[src/rtl/core/rcs_pkg.sv]
`timescale 1ns / 1ps

package rcs_pkg;

    // Default width of the stored toggle times.
    localparam int TimeBitsDefault = 32;

    localparam int TimeFieldW = 32;
    localparam int PosW       = 16;
    localparam int DpsW       = 8;
    localparam int PeriodW    = 16;
    localparam int ScaledW    = PosW + DpsW;
    localparam int DegW       = 18;
    localparam int RemW       = 7;
    localparam int CfgIdxW    = 8;
    localparam int CfgDataW   = 16;

    // Configuration register indexes.
    localparam logic [CfgIdxW-1:0] REG_CRUISE_PERIOD = 8'd0;
    localparam logic [CfgIdxW-1:0] REG_SECOND_PERIOD = 8'd1;
    localparam logic [CfgIdxW-1:0] REG_THIRD_PERIOD  = 8'd2;
    localparam logic [CfgIdxW-1:0] REG_DEG_PER_STEP  = 8'd3;

    localparam logic [PeriodW-1:0] CRUISE_PERIOD_RST = 16'd1000;
    localparam logic [PeriodW-1:0] SECOND_PERIOD_RST = 16'd380;
    localparam logic [PeriodW-1:0] THIRD_PERIOD_RST  = 16'd520;
    localparam logic [DpsW-1:0]    DEG_PER_STEP_RST  = 8'd90;

    // Slow start: scaled position limits and the half-step periods below them.
    localparam logic [ScaledW-1:0] SLOW_LIMIT_1  = 24'd1000;
    localparam logic [ScaledW-1:0] SLOW_LIMIT_2  = 24'd1500;
    localparam logic [ScaledW-1:0] SLOW_LIMIT_3  = 24'd2000;
    localparam logic [PeriodW-1:0] SLOW_PERIOD_1 = 16'd3000;
    localparam logic [PeriodW-1:0] SLOW_PERIOD_2 = 16'd2000;
    localparam logic [PeriodW-1:0] SLOW_PERIOD_3 = 16'd1400;

    localparam logic [PosW-1:0] POS_MAX = 16'hFFFF;

    // Angles in whole degrees.
    localparam logic [DegW-1:0] DEG_EJECT_CHECK = 18'd345;
    localparam logic [DegW-1:0] DEG_RAM_ON      = 18'd165;
    localparam logic [DegW-1:0] DEG_AIR_ON      = 18'd280;
    localparam logic [DegW-1:0] DEG_AIR_OFF     = 18'd330;
    localparam logic [DegW-1:0] DEG_SECOND_TURN = 18'd185;
    localparam logic [DegW-1:0] DEG_THIRD_TURN  = 18'd186;
    localparam logic [DegW-1:0] DEG_THIRD_START = 18'd45;

    // floor(x / 100) = (x * DIV_RECIP) >> DIV_SHIFT for every x below 2^24.
    localparam int               RecipW    = 25;
    localparam logic [RecipW-1:0] DIV_RECIP = 25'd21474837;
    localparam int               DIV_SHIFT = 31;

    typedef struct packed {
        logic [TimeFieldW-1:0] time_us;
        logic                  start_ok;
        logic                  stop_button;
        logic                  home_sensor;
        logic                  exit_sensor;
        logic                  pipet_present;
        logic                  cap_present;
        logic                  overrun_present;
        logic                  second_home;
        logic                  second_away;
        logic                  third_home;
        logic                  third_away;
    } t_in_item;

    typedef struct packed {
        logic main_step;
        logic second_step;
        logic third_step;
        logic ram_on;
        logic air_on;
        logic count_pulse;
        logic running;
        logic ramping;
        logic eject_fault;
        logic feed_empty;
    } t_out_item;

    typedef struct packed {
        logic [CfgIdxW-1:0]  reg_index;
        logic [CfgDataW-1:0] wdata;
    } t_cfg_write;

    typedef struct packed {
        logic [DegW-1:0] deg;
        logic [RemW-1:0] rem;
    } t_angle;

    // Adds one step's worth of hundredths of a degree to a quotient/remainder pair.
    function automatic t_angle add_step(input logic [DegW-1:0] deg,
                                        input logic [RemW-1:0] rem,
                                        input logic [DpsW-1:0] dps);
        logic [9:0] sum;
        t_angle     res;
        sum = {3'b000, rem} + {2'b00, dps};
        if (sum >= 10'd300) begin
            res.deg = deg + DegW'(3);
            res.rem = RemW'(sum - 10'd300);
        end else if (sum >= 10'd200) begin
            res.deg = deg + DegW'(2);
            res.rem = RemW'(sum - 10'd200);
        end else if (sum >= 10'd100) begin
            res.deg = deg + DegW'(1);
            res.rem = RemW'(sum - 10'd100);
        end else begin
            res.deg = deg;
            res.rem = RemW'(sum);
        end
        return res;
    endfunction

endpackage

[src/rtl/core/rcs_stream_if.sv]
`timescale 1ns / 1ps

interface rcs_stream_if #(
    parameter type t_payload = logic
);
    logic     valid;
    logic     ready;
    t_payload data;

    modport source (output valid, output data, input ready);
    modport sink   (input valid, input data, output ready);
endinterface

[src/rtl/core/rotary_cycle_sequencer_core.sv]
`timescale 1ns / 1ps

// Rotary cycle sequencer. Each input item is one sensor sample tick with a microsecond
// timestamp; each tick yields exactly one result item with the step pin, actuator and status
// levels after that tick. Ticks are taken into an input register, evaluated combinationally and
// held in a result register, so one tick per clock is sustained while the result side is
// ready and no recomputation runs. The main axis angle is kept incrementally as a scaled
// position plus whole degrees and a remainder; a write to the degrees-per-step register
// therefore starts a recomputation in three steps (multiply, divide by reciprocal, remainder)
// during which neither ticks nor further configuration writes are taken.
module rotary_cycle_sequencer_core #(
    parameter int TIME_BITS = rcs_pkg::TimeBitsDefault
) (
    input logic           i_clk,
    input logic           i_rst_n,
    rcs_stream_if.sink    i_cfg,
    rcs_stream_if.sink    i_in,
    rcs_stream_if.source  o_out
);
    import rcs_pkg::*;

    localparam logic [1:0] CALC_IDLE = 2'd0;
    localparam logic [1:0] CALC_MUL  = 2'd1;
    localparam logic [1:0] CALC_DIV  = 2'd2;
    localparam logic [1:0] CALC_REM  = 2'd3;

    localparam int ProdW = ScaledW + RecipW;

    // Configuration.
    logic [PeriodW-1:0] r_cruise_period;
    logic [PeriodW-1:0] r_second_period;
    logic [PeriodW-1:0] r_third_period;
    logic [DpsW-1:0]    r_dps;
    logic [1:0]         r_calc_state;

    // Handshake stages.
    logic       r_in_valid;
    t_in_item   r_in;
    logic       r_out_valid;
    t_out_item  r_out;
    t_out_item  n_out;
    logic       w_advance;
    logic       w_fire;
    logic       w_cfg_fire;

    // Machine state and next values.
    logic                 r_run, n_run;
    logic                 r_slow, n_slow;
    logic                 r_stop, n_stop;
    logic                 r_fault, n_fault;
    logic                 r_eject_seen, n_eject_seen;
    logic                 r_pipets_out, n_pipets_out;
    logic                 r_caps_out, n_caps_out;
    logic                 r_count, n_count;
    logic [PosW-1:0]      r_pos, n_pos;
    logic [ScaledW-1:0]   r_scaled, n_scaled;
    logic [DegW-1:0]      r_deg, n_deg;
    logic [RemW-1:0]      r_rem, n_rem;
    logic [2:0]           r_phase, n_phase;
    logic [TIME_BITS-1:0] r_last [3];
    logic [TIME_BITS-1:0] n_last [3];
    logic [1:0]           r_act, n_act;
    logic [1:0]           r_axis_home, n_axis_home;

    // Tick evaluation temporaries.
    logic [TIME_BITS-1:0] w_now;
    logic [PeriodW-1:0]   w_period;
    logic                 w_running;
    logic                 w_overrun_empty;
    t_angle               w_step_angle;

    // Angle recomputation.
    logic [ProdW-1:0]     w_recip_prod;
    logic [ScaledW-1:0]   w_hundreds;

    assign w_advance  = !r_out_valid || o_out.ready;
    assign w_fire     = r_in_valid && w_advance;
    assign i_in.ready = (r_calc_state == CALC_IDLE) && (!r_in_valid || w_advance);
    assign i_cfg.ready = (r_calc_state == CALC_IDLE);
    assign w_cfg_fire = i_cfg.valid && i_cfg.ready;

    assign o_out.valid = r_out_valid;
    assign o_out.data  = r_out;

    assign w_recip_prod = {{RecipW{1'b0}}, r_scaled} * {{ScaledW{1'b0}}, DIV_RECIP};
    assign w_hundreds   = {{(ScaledW-DegW){1'b0}}, r_deg} * ScaledW'(100);

    always_comb begin
        n_run        = r_run;
        n_slow       = r_slow;
        n_stop       = r_stop;
        n_fault      = r_fault;
        n_eject_seen = r_eject_seen;
        n_pipets_out = r_pipets_out;
        n_caps_out   = r_caps_out;
        n_count      = r_count;
        n_pos        = r_pos;
        n_scaled     = r_scaled;
        n_deg        = r_deg;
        n_rem        = r_rem;
        n_phase      = r_phase;
        n_last       = r_last;
        n_act        = r_act;
        n_axis_home  = r_axis_home;
        w_now           = TIME_BITS'(r_in.time_us);
        w_overrun_empty = !r_in.overrun_present;
        w_period        = r_cruise_period;
        w_step_angle    = '0;
        w_running       = 1'b0;

        if (r_in.start_ok) begin
            if (r_in.pipet_present) n_pipets_out = 1'b0;
            if (r_in.cap_present) n_caps_out = 1'b0;
            if (r_in.second_home && r_in.third_home && r_in.pipet_present
                    && r_in.cap_present) begin
                if (!n_run) n_fault = 1'b0;
                n_run  = 1'b1;
                n_stop = 1'b0;
            end
        end

        // The rest of the tick runs on the run state seen here, even if it ends at home.
        w_running = n_run;
        if (w_running) begin
            if (r_in.stop_button || n_fault || w_overrun_empty || n_pipets_out || n_caps_out)
                n_stop = 1'b1;
            n_count = r_in.exit_sensor;
            if (r_in.exit_sensor) n_eject_seen = 1'b1;
            if (r_deg == DEG_EJECT_CHECK && !n_eject_seen) n_fault = 1'b1;

            if (r_in.home_sensor && !n_slow) begin
                n_pipets_out = !r_in.pipet_present;
                n_caps_out   = !r_in.cap_present;
                n_pos        = '0;
                n_scaled     = '0;
                n_deg        = '0;
                n_rem        = '0;
                n_eject_seen = 1'b0;
                if (n_stop) begin
                    n_slow   = 1'b1;
                    n_run    = 1'b0;
                    n_act[0] = 1'b0;
                end
            end

            if (n_slow && n_scaled < SLOW_LIMIT_1) begin
                w_period = SLOW_PERIOD_1;
            end else if (n_slow && n_scaled < SLOW_LIMIT_2) begin
                w_period = SLOW_PERIOD_2;
            end else if (n_slow && n_scaled < SLOW_LIMIT_3) begin
                w_period = SLOW_PERIOD_3;
            end else begin
                n_slow   = 1'b0;
                w_period = r_cruise_period;
            end

            // Main axis: a rising step edge advances the position.
            if ((w_now - r_last[0]) > TIME_BITS'(w_period)) begin
                n_phase[0] = !r_phase[0];
                n_last[0]  = w_now;
                if (n_phase[0] && n_pos < POS_MAX) begin
                    w_step_angle = add_step(n_deg, n_rem, r_dps);
                    n_pos        = n_pos + PosW'(1);
                    n_scaled     = n_scaled + ScaledW'(r_dps);
                    n_deg        = w_step_angle.deg;
                    n_rem        = w_step_angle.rem;
                end
            end

            if (!n_slow) begin
                if (r_in.second_home) n_axis_home[0] = 1'b1;
                if (r_in.second_away) n_axis_home[0] = 1'b0;
                if (n_deg == DEG_RAM_ON && !w_overrun_empty) n_act[0] = 1'b1;
                if (n_deg == DEG_AIR_ON) begin
                    n_act[0] = 1'b0;
                    n_act[1] = 1'b1;
                end
                if (n_deg == DEG_AIR_OFF) n_act[1] = 1'b0;
                if ((n_deg < DEG_SECOND_TURN && n_axis_home[0])
                        || (n_deg > DEG_SECOND_TURN && !n_axis_home[0])) begin
                    if ((w_now - r_last[1]) > TIME_BITS'(r_second_period)) begin
                        n_phase[1] = !r_phase[1];
                        n_last[1]  = w_now;
                    end
                end
                if (r_in.third_home) n_axis_home[1] = 1'b1;
                if (r_in.third_away) n_axis_home[1] = 1'b0;
                if ((n_deg > DEG_THIRD_START && n_deg < DEG_THIRD_TURN && n_axis_home[1])
                        || (n_deg > DEG_THIRD_TURN && !n_axis_home[1])) begin
                    if ((w_now - r_last[2]) > TIME_BITS'(r_third_period)) begin
                        n_phase[2] = !r_phase[2];
                        n_last[2]  = w_now;
                    end
                end
            end
        end

        n_out.main_step   = n_phase[0];
        n_out.second_step = n_phase[1];
        n_out.third_step  = n_phase[2];
        n_out.ram_on      = n_act[0];
        n_out.air_on      = n_act[1];
        n_out.count_pulse = n_count;
        n_out.running     = n_run;
        n_out.ramping     = n_slow;
        n_out.eject_fault = n_fault;
        n_out.feed_empty  = n_pipets_out || n_caps_out || w_overrun_empty;
    end

    // Handshake stages.
    always_ff @(posedge i_clk) begin
        if (!i_rst_n) begin
            r_in_valid  <= 1'b0;
            r_out_valid <= 1'b0;
        end else begin
            if (i_in.valid && i_in.ready) begin
                r_in_valid <= 1'b1;
            end else if (w_fire) begin
                r_in_valid <= 1'b0;
            end
            if (w_fire) begin
                r_out_valid <= 1'b1;
            end else if (o_out.ready) begin
                r_out_valid <= 1'b0;
            end
        end
    end

    always_ff @(posedge i_clk) begin
        if (i_in.valid && i_in.ready) r_in <= i_in.data;
        if (w_fire) r_out <= n_out;
    end

    // Configuration registers and the angle recomputation sequencer.
    always_ff @(posedge i_clk) begin
        if (!i_rst_n) begin
            r_cruise_period <= CRUISE_PERIOD_RST;
            r_second_period <= SECOND_PERIOD_RST;
            r_third_period  <= THIRD_PERIOD_RST;
            r_dps           <= DEG_PER_STEP_RST;
            r_calc_state    <= CALC_IDLE;
        end else begin
            if (w_cfg_fire) begin
                unique case (i_cfg.data.reg_index)
                    REG_CRUISE_PERIOD: r_cruise_period <= i_cfg.data.wdata;
                    REG_SECOND_PERIOD: r_second_period <= i_cfg.data.wdata;
                    REG_THIRD_PERIOD:  r_third_period  <= i_cfg.data.wdata;
                    REG_DEG_PER_STEP: begin
                        r_dps        <= i_cfg.data.wdata[DpsW-1:0];
                        r_calc_state <= CALC_MUL;
                    end
                    default: ;
                endcase
            end else begin
                unique case (r_calc_state)
                    CALC_MUL: r_calc_state <= CALC_DIV;
                    CALC_DIV: r_calc_state <= CALC_REM;
                    CALC_REM: r_calc_state <= CALC_IDLE;
                    default:  r_calc_state <= CALC_IDLE;
                endcase
            end
        end
    end

    // Machine state: updated by a tick, or rebuilt from the position after a scale change.
    always_ff @(posedge i_clk) begin
        if (!i_rst_n) begin
            r_run        <= 1'b0;
            r_slow       <= 1'b1;
            r_stop       <= 1'b0;
            r_fault      <= 1'b0;
            r_eject_seen <= 1'b0;
            r_pipets_out <= 1'b0;
            r_caps_out   <= 1'b0;
            r_count      <= 1'b0;
            r_pos        <= '0;
            r_scaled     <= '0;
            r_deg        <= '0;
            r_rem        <= '0;
            r_phase      <= '0;
            r_last       <= '{default: '0};
            r_act        <= 2'b00;
            r_axis_home  <= 2'b11;
        end else if (w_fire) begin
            r_run        <= n_run;
            r_slow       <= n_slow;
            r_stop       <= n_stop;
            r_fault      <= n_fault;
            r_eject_seen <= n_eject_seen;
            r_pipets_out <= n_pipets_out;
            r_caps_out   <= n_caps_out;
            r_count      <= n_count;
            r_pos        <= n_pos;
            r_scaled     <= n_scaled;
            r_deg        <= n_deg;
            r_rem        <= n_rem;
            r_phase      <= n_phase;
            r_last       <= n_last;
            r_act        <= n_act;
            r_axis_home  <= n_axis_home;
        end else begin
            unique case (r_calc_state)
                CALC_MUL: r_scaled <= {{DpsW{1'b0}}, r_pos} * {{PosW{1'b0}}, r_dps};
                CALC_DIV: r_deg    <= w_recip_prod[DIV_SHIFT +: DegW];
                CALC_REM: r_rem    <= RemW'(r_scaled - w_hundreds);
                default: ;
            endcase
        end
    end

endmodule

[src/flat_wrapper.sv]
// flat-port wrapper written by rule: the top's interface ports become plain ports
module rotary_cycle_sequencer_core_flat import rcs_pkg::*;
#(
    parameter int TIME_BITS = rcs_pkg::TimeBitsDefault
)
  (i_clk, i_rst_n, i_cfg_valid, i_cfg_data, i_cfg_ready, i_in_valid, i_in_data, i_in_ready, o_out_valid, o_out_data, o_out_ready);
  rcs_stream_if #(.t_payload(t_cfg_write)) i_cfg_i ();
  rcs_stream_if #(.t_payload(t_in_item)) i_in_i ();
  rcs_stream_if #(.t_payload(t_out_item)) o_out_i ();
  input logic i_clk;
  input logic i_rst_n;
  input wire logic [$bits(i_cfg_i.valid)-1:0] i_cfg_valid;
  input wire logic [$bits(i_cfg_i.data)-1:0] i_cfg_data;
  output wire logic [$bits(i_cfg_i.ready)-1:0] i_cfg_ready;
  input wire logic [$bits(i_in_i.valid)-1:0] i_in_valid;
  input wire logic [$bits(i_in_i.data)-1:0] i_in_data;
  output wire logic [$bits(i_in_i.ready)-1:0] i_in_ready;
  output wire logic [$bits(o_out_i.valid)-1:0] o_out_valid;
  output wire logic [$bits(o_out_i.data)-1:0] o_out_data;
  input wire logic [$bits(o_out_i.ready)-1:0] o_out_ready;
  assign i_cfg_i.valid = i_cfg_valid;
  assign i_cfg_i.data = i_cfg_data;
  assign i_cfg_ready = i_cfg_i.ready;
  assign i_in_i.valid = i_in_valid;
  assign i_in_i.data = i_in_data;
  assign i_in_ready = i_in_i.ready;
  assign o_out_valid = o_out_i.valid;
  assign o_out_data = o_out_i.data;
  assign o_out_i.ready = o_out_ready;
  rotary_cycle_sequencer_core #(.TIME_BITS(TIME_BITS)) u_core (.i_clk(i_clk), .i_rst_n(i_rst_n), .i_cfg(i_cfg_i), .i_in(i_in_i), .o_out(o_out_i));
endmodule
[config.mk]
export PLATFORM = sky130hd
export DESIGN_NAME = rotary_cycle_sequencer_core_flat
export DESIGN_NICKNAME = d
export VERILOG_FILES = /design/src/rtl/core/rcs_pkg.sv /design/src/rtl/core/rcs_stream_if.sv /design/src/rtl/core/rotary_cycle_sequencer_core.sv /design/src/flat_wrapper.sv
export SDC_FILE = /design/constraint.sdc
export NUM_CORES = 2
export LEC_CHECK = 0
export BUFFER_PORTS_ARGS = -buffer_cell sky130_fd_sc_hd__buf_2
export CORE_MARGIN = 10
export CORE_UTILIZATION = 55
export CTS_CLUSTER_DIAMETER = 30
export DETAILED_ROUTE_END_ITERATION = 7
export HOLD_SLACK_MARGIN = 0.06
export PLACE_DENSITY = 0.72
export SYNTH_ARGS = -nofsm -noshare
export SYNTH_HDL_FRONTEND = slang
export SYNTH_SLANG_ARGS = --single-unit
[constraint.sdc]
create_clock -name i_clk -period 13.3 [get_ports i_clk]
set_input_delay 0.665 -clock i_clk [delete_from_list [all_inputs] [get_ports i_clk]]
set_output_delay 0.665 -clock i_clk [all_outputs]
set_load 0.01 [all_outputs]
==> After elaboration in Yosys (flattened, before gate mapping) <==
Index checks and enable logic that the tools add are counted.
{ "classes": {"reduce_logical": 60, "n_addsub": 13, "n_eq_ne": 12, "multipliers": 3, "n_bitwise": 1, "magnitude_cmp": 15, "muxes": 97} }
{ "ops": {"columns": ["cell", "n"], "rows": [
  ["two-way mux 24 bit", 7],
  ["two-way mux 18 bit", 8],
  ["two-way mux 16 bit", 8],
  ["> comparator 32 x 16 -> 1 bit", 3],
  ["subtractor 32 bit", 3],
  ["two-way mux 25 bit", 3],
  ["two-way mux 1 bit", 56],
  ["== test 18 x 9 -> 1 bit (second input constant)", 3],
  ["multiplier 24 x 25 -> 49 bit (second input constant)", 1],
  ["two-way mux 7 bit", 7],
  ["less-than comparator 24 x 11 -> 1 bit (second input constant)", 2],
  ["adder 18 x 2 -> 18 bit (second input constant)", 2],
  ["> comparator 18 x 8 -> 1 bit (second input constant)", 2],
  ["less-than comparator 18 x 8 -> 1 bit (second input constant)", 2],
  ["adder 24 x 8 -> 24 bit", 1],
  ["less-than comparator 24 x 10 -> 1 bit (second input constant)", 1],
  ["multiplier 16 x 8 -> 24 bit", 1],
  ["logical AND 1 bit", 19],
  ["adder 18 x 1 -> 18 bit (second input constant)", 1],
  ["== test 18 x 8 -> 1 bit (second input constant)", 1],
  ["> comparator 18 x 6 -> 1 bit (second input constant)", 1],
  ["multiplier 18 x 5 -> 5 bit (second input constant)", 1],
  ["adder 16 x 1 -> 16 bit (second input constant)", 1],
  ["== test 8 x 2 -> 1 bit (second input constant)", 2],
  ["24 further kinds", 65]
]} }
{ "totals": {"in_bits": 72, "word_cells": 248, "ff_bits": 289} }

==> Longest topological paths before layout <==
{ "logic_depth": {"ltp_word": 29, "mapped_depth": 31, "ltp_nobuf": 30} }

==> Worst setup path after synthesis <==
No wires, ideal clock.
{ "synth_timing": {"kind": "flip-flop to flip-flop", "from": "reg u_core.r_scaled[7]", "to": "reg u_core.r_deg[17]", "path_buffers": 0, "arrival_ns": 7.002, "synth_period_minus_slack_ns": 7.064, "path_slack_ns": 6.236, "stages_incl_launch_ff": 29, "cell_sequence": "dfxtp_1 fa_1 fa_1 inv_1 fa_1 inv_1 fa_1 inv_1 fa_1 inv_1 fa_1 fa_1 ha_1 a21o_1 a21o_1 a21o_1 a21o_1 a21oi_1 o22ai_1 a21oi_1 o211ai_1 a31oi_1 nor2b_1 o21ai_0 a21oi_1 a21oi_1 nor2b_1 or4_1 nand3_1"} }
{ "synth_via": {"elab_chain_cells": 13, "elab_cells_between_ends": 19} }
{ "synth_lines": {"columns": ["item", "line_no", "source"], "rows": [
  ["from (decl)", "rotary_cycle_sequencer_core.sv:56", "logic [ScaledW-1:0] r_scaled, n_scaled;"],
  ["from (signal assigned)", "rotary_cycle_sequencer_core.sv:294", "r_scaled <= n_scaled;"],
  ["from (signal assigned)", "rotary_cycle_sequencer_core.sv:303", "CALC_MUL: r_scaled <= {{DpsW{1'b0}}, r_pos} * {{PosW{1'b0}}, r_dps};"],
  ["two-way mux 24 bit", "rotary_cycle_sequencer_core.sv:131", "if (r_in.home_sensor && !n_slow) begin"],
  ["two-way mux 24 bit", "rotary_cycle_sequencer_core.sv:124", "if (w_running) begin"],
  ["less-than comparator 24 x 11 -> 1 bit", "rotary_cycle_sequencer_core.sv:150", "end else if (n_slow && n_scaled < SLOW_LIMIT_3) begin"],
  ["logical AND 1 bit", "rotary_cycle_sequencer_core.sv:150", null],
  ["two-way mux 16 bit", "rotary_cycle_sequencer_core.sv:150", null],
  ["two-way mux 16 bit", "rotary_cycle_sequencer_core.sv:148", "end else if (n_slow && n_scaled < SLOW_LIMIT_2) begin"],
  ["two-way mux 16 bit", "rotary_cycle_sequencer_core.sv:146", "if (n_slow && n_scaled < SLOW_LIMIT_1) begin"],
  ["two-way mux 16 bit", "rotary_cycle_sequencer_core.sv:124", null],
  ["> comparator 32 x 16 -> 1 bit", "rotary_cycle_sequencer_core.sv:158", "if ((w_now - r_last[0]) > TIME_BITS'(w_period)) begin"],
  ["two-way mux 18 bit", "rotary_cycle_sequencer_core.sv:158", null],
  ["two-way mux 18 bit (2 in series)", "rotary_cycle_sequencer_core.sv:124", null],
  ["two-way mux 18 bit *", "rotary_cycle_sequencer_core.sv:284", "end else if (w_fire) begin"],
  ["to (signal assigned)", "rotary_cycle_sequencer_core.sv:295", "r_deg <= n_deg;"],
  ["to (signal assigned)", "rotary_cycle_sequencer_core.sv:304", "CALC_DIV: r_deg <= w_recip_prod[DIV_SHIFT +: DegW];"],
  ["to (decl)", "rotary_cycle_sequencer_core.sv:57", "logic [DegW-1:0] r_deg, n_deg;"]
]} }
Every way passes the cells marked *; elsewhere a longest branch is shown, timed or not. The select of a mux whose other input is x is not followed.
A chain may end at the register's enable or synchronous reset.

==> Final worst setup path <==
{ "layout_timing": {"from": "reg u_core.r_scaled[9]", "to": "reg u_core.r_deg[17]"} }
The elaborated chain is that of the path after synthesis.

==> results by group <==
Power and ir drop
  • Clock power frac: 39.3%
  • Int Power: 3054 µW
  • Max VDD drop: 0.0001261 V
  • P_sw: 1787 µW
  • Comb pwr share: 40.0%
  • Total Power: 4842 µW
  • PwrDens: 129.6 nW/µm²
  • Seq pwr share: 20.7%
  • Lkg Pwr: 0.01765 µW
  • Switching Share: 36.92%

Logic synthesis
  • Largest family of logic cells by synthesized area: adder cells
  • Main synth FF type: dfxtp_1
  • Yosys warns: 0
  • Netlist cell types: 101
  • Compound-Gate Fraction of Synth Area: 15.16%
  • Mapped Area: 33610 µm²
  • Number of synthesized flops with an enable pin: 53
  • Post-Synth XOR/XNOR Area: 3.462%
  • Synth async-reset ratio: 0%
  • Multiplexer area fraction after synthesis: 3.346%
  • Register area share after synthesis: 18.79%
  • Flops & latches, synth: 289
  • Net Count, Synth: 4732
  • Synth Area per Inst: 8.627 µm²
  • Post-synthesis simple-gate area fraction: 16.24%
  • Adder-Cell Fraction of Synth Area: 34.96%
  • Post-Synthesis Cells: 3896

GRT
  • Congestion Overflow GR: 0
  • First-pass GRT wire length: 146500 µm
  • GRT Resource Usage Total: 25.54%
  • Vias in the first global route: 27780
  • Pin count of the biggest net entering global routing: 99
  • Initial antenna violation count: 2

Job
  • Max Cap Viol: 0

CTS
  • CTS clock-pin slew for the worst setup and hold paths: 50 ps
  • Post-CTS Resized: 0
  • Hold-fix buffers, CTS: 0
  • TritonCTS Sinks: 289
  • CTS Buf Count: 74
  • Max clock buf depth: 3
  • Clock Tree Root: clkbuf_16
  • H-tree levels: 3
  • Post-CTS setup buffers: 0
  • CTS tree: done
  • Clock insertion delay at the later pin of the skew report: 620 ps

Placed design
  • GP Congestion: 0.9485
  • Detail Placement HPWL: 70880 µm
  • I/O Buffers: 84

Floorplanning
  • Initial Utilization: 55.58%
  • Die width: 267.2 µm
  • Ports: 85
  • Row Count: 90
  • Core ar.: 60470 µm²
  • Full die area: 71400 µm²
  • Die Span Y: 267.2 µm

Status
  • Status: completed

Setup path
  • Crit path top cell by count: fa_1
  • Worst setup EP type: register
  • Crit path max fanout: 13
  • Crit-path max cell delay: 700 ps
  • CP arrival: 8350 ps
  • CP startpoint kind: register
  • CP Class: reg -> reg
  • Critical Path RT: 13840 ps
  • Slowest stage cell, crit path: dfxtp_1

Finish
  • Area grow syn2layout: 11.15%
  • Most frequent cells in the layout: inv_1 (560), nand2_1 (496), ha_1 (472), fa_1 (292), dfxtp_1 (236)
  • Net count, final: 4784
  • Layout cells sized above 1: 7.287%
  • Fillers: 5283
  • Commonest non-fill, non-tap cell in the layout: inv_1

Drt
  • # DRC: 0
  • Via Count: 27560
  • Number of vias per cell: 5.753
  • Initial drt markers: 1671
  • Final ANT Viol Nets: 0
  • TritonRoute pass-1 iters: 5
  • Drt wl/cell: 18.77 µm
  • Routed WL: 89910 µm

STA
  • Max-slew violation count: 0
  • Final number of setup-violating endpoints: 0
  • RSZ-0062 raised after global routing: false
  • Sum Neg Setup Slack: 0 ps
  • Count of final hold-check violations: 0
  • Fmax: 128.1 MHz
  • Clk_skew: 52.70 ps
  • Max-slew headroom: 14.75%
  • Min Clock Period, post-route: 7804 ps
  • Worst-Margin Slew: 1246 ps
  • Fin crit share: 58.68%

Hold path
  • Worst Hold Class: in -> reg
-- power groups by stage --
stage | clock [µW] | sequential (µW) | combinational [µW]
6_report | 1900 | 1000 | 1940
4_1_cts | 1920 | 1000 | 1950
5_1_grt | 1970 | 1010 | 2230
3_5_place_dp | 0 | 1020 | 1940
3_3_place_gp | 0 | 1020 | 1900
2_1_floorplan | 0 | 991 | 1460
-- metrics by stage --
stage	util [%]	std cells	worst slack, ps	hold slack, ps	cell area [µm²]
finish	61.78	4790	5496	213.4	37360
global route	61.78	4789	4940	205.3	37360
CTS	61.78	4789	5539	199.5	37360
detailed placement	57.36	4654	5558	446.8	34690
global placement	57.36	4654	5709	442.5	34690
floorplan	-	3896	6236	434.7	33610
-- per-layer routing --
metal | part of all wire, % | global-route usage (%) | vias to the layer above
li1 | - | - | 13320
met1 | 42 | 31.49 | 13230
met2 | 48 | 44.10 | 801
met3 | 5.5 | 3.467 | 205
met4 | 4.1 | 10.96 | 2
met5 | 0.012 | 0 | -
-- sequential cells by signal, summed over array words and instances, names as in the netlist, 2 cells and up --
register / count
u_core.r_scaled: 24
u_core.o_out.data: 10
u_core.r_rem: 7
u_core.r_cruise_period: 16
u_core.r_pos: 16
u_core.r_act: 2
u_core.r_second_period: 16
u_core.r_in: 11
u_core.r_dps: 8
u_core.r_calc_state: 2
u_core.w_now: 32
u_core.r_third_period: 16
u_core.r_last: 96
u_core.r_axis_home: 2
u_core.r_phase: 3
u_core.r_deg: 18
-- worst paths after layout --
path / from / endpoint / slack [ps] / cells after the start
worst max-delay path: u_core.r_scaled[9] / u_core.r_deg[17] / 5500 / 28
worst min-delay path: i_in_data[12] / u_core.w_now[1] / 210 / 1
worst max register to register: u_core.r_scaled[9] / u_core.r_deg[17] / 5500 / 28
worst min register to register: u_core.r_last[13] / u_core.r_last[13] / 450 / 2
-- Yosys cell counts (38+ instances only) --
master	number	area (µm²)
o21a_1	38	285.3
nor2_1	165	619.3
fa_1	292	5846
clkbuf_1	120	450.4
dfxtp_1	236	4725
nand4_1	39	244.0
nor2b_1	62	387.9
xor2_1	42	367.9
inv_1	560	2102
mux2i_1	109	1091
xnor2_1	89	779.5
nand3_1	71	355.3
edfxtp_1	53	1592
a21boi_0	72	540.5
ha_1	472	5906
nand2_1	496	1862
o21ai_0	129	645.6
nor3_1	49	245.2
and2_1	96	600.6
a21o_1	63	473.0
a21oi_1	198	991.0
-- worst max-delay path, delay by kind of cell, from the launching register on --
| kind | cells | cell delay (ps) |
|---|---|---|
| buf+inv | 4 | 280 |
| fa+ha+maj | 8 | 3680 |
| compound gates | 12 | 2320 |
| simple gates | 4 | 760 |
| flops | 1 | 700 |
-- layout make-up --
| type | instances | area, µm² | area share (%) |
|---|---|---|---|
| inverters | 563 | 2113 | 5.656 |
| multi-input cells | 2905 | 24620 | 65.90 |
| well taps | 782 | 978.4 | 2.619 |
| diodes | 1 | 2.502 | 0.006698 |
| clock inverters | 40 | 598.1 | 1.601 |
| clock buffers | 95 | 2073 | 5.549 |
| repair buffers | 115 | 659.4 | 1.765 |
| flip-flops and latches | 289 | 6316 | 16.91 |
-- cells by family after synthesis --
| logic type | Yosys count |
|---|---|
| and+or+nand+nor | 1138 |
| DFF | 289 |
| xor gates and xnor gates | 132 |
| adders and majority gates | 764 |
| AOI/OAI and AO/OA | 759 |
| muxes | 112 |
| buffers and inverters | 702 |
Note: power is estimated with default switching activity, not from simulation.
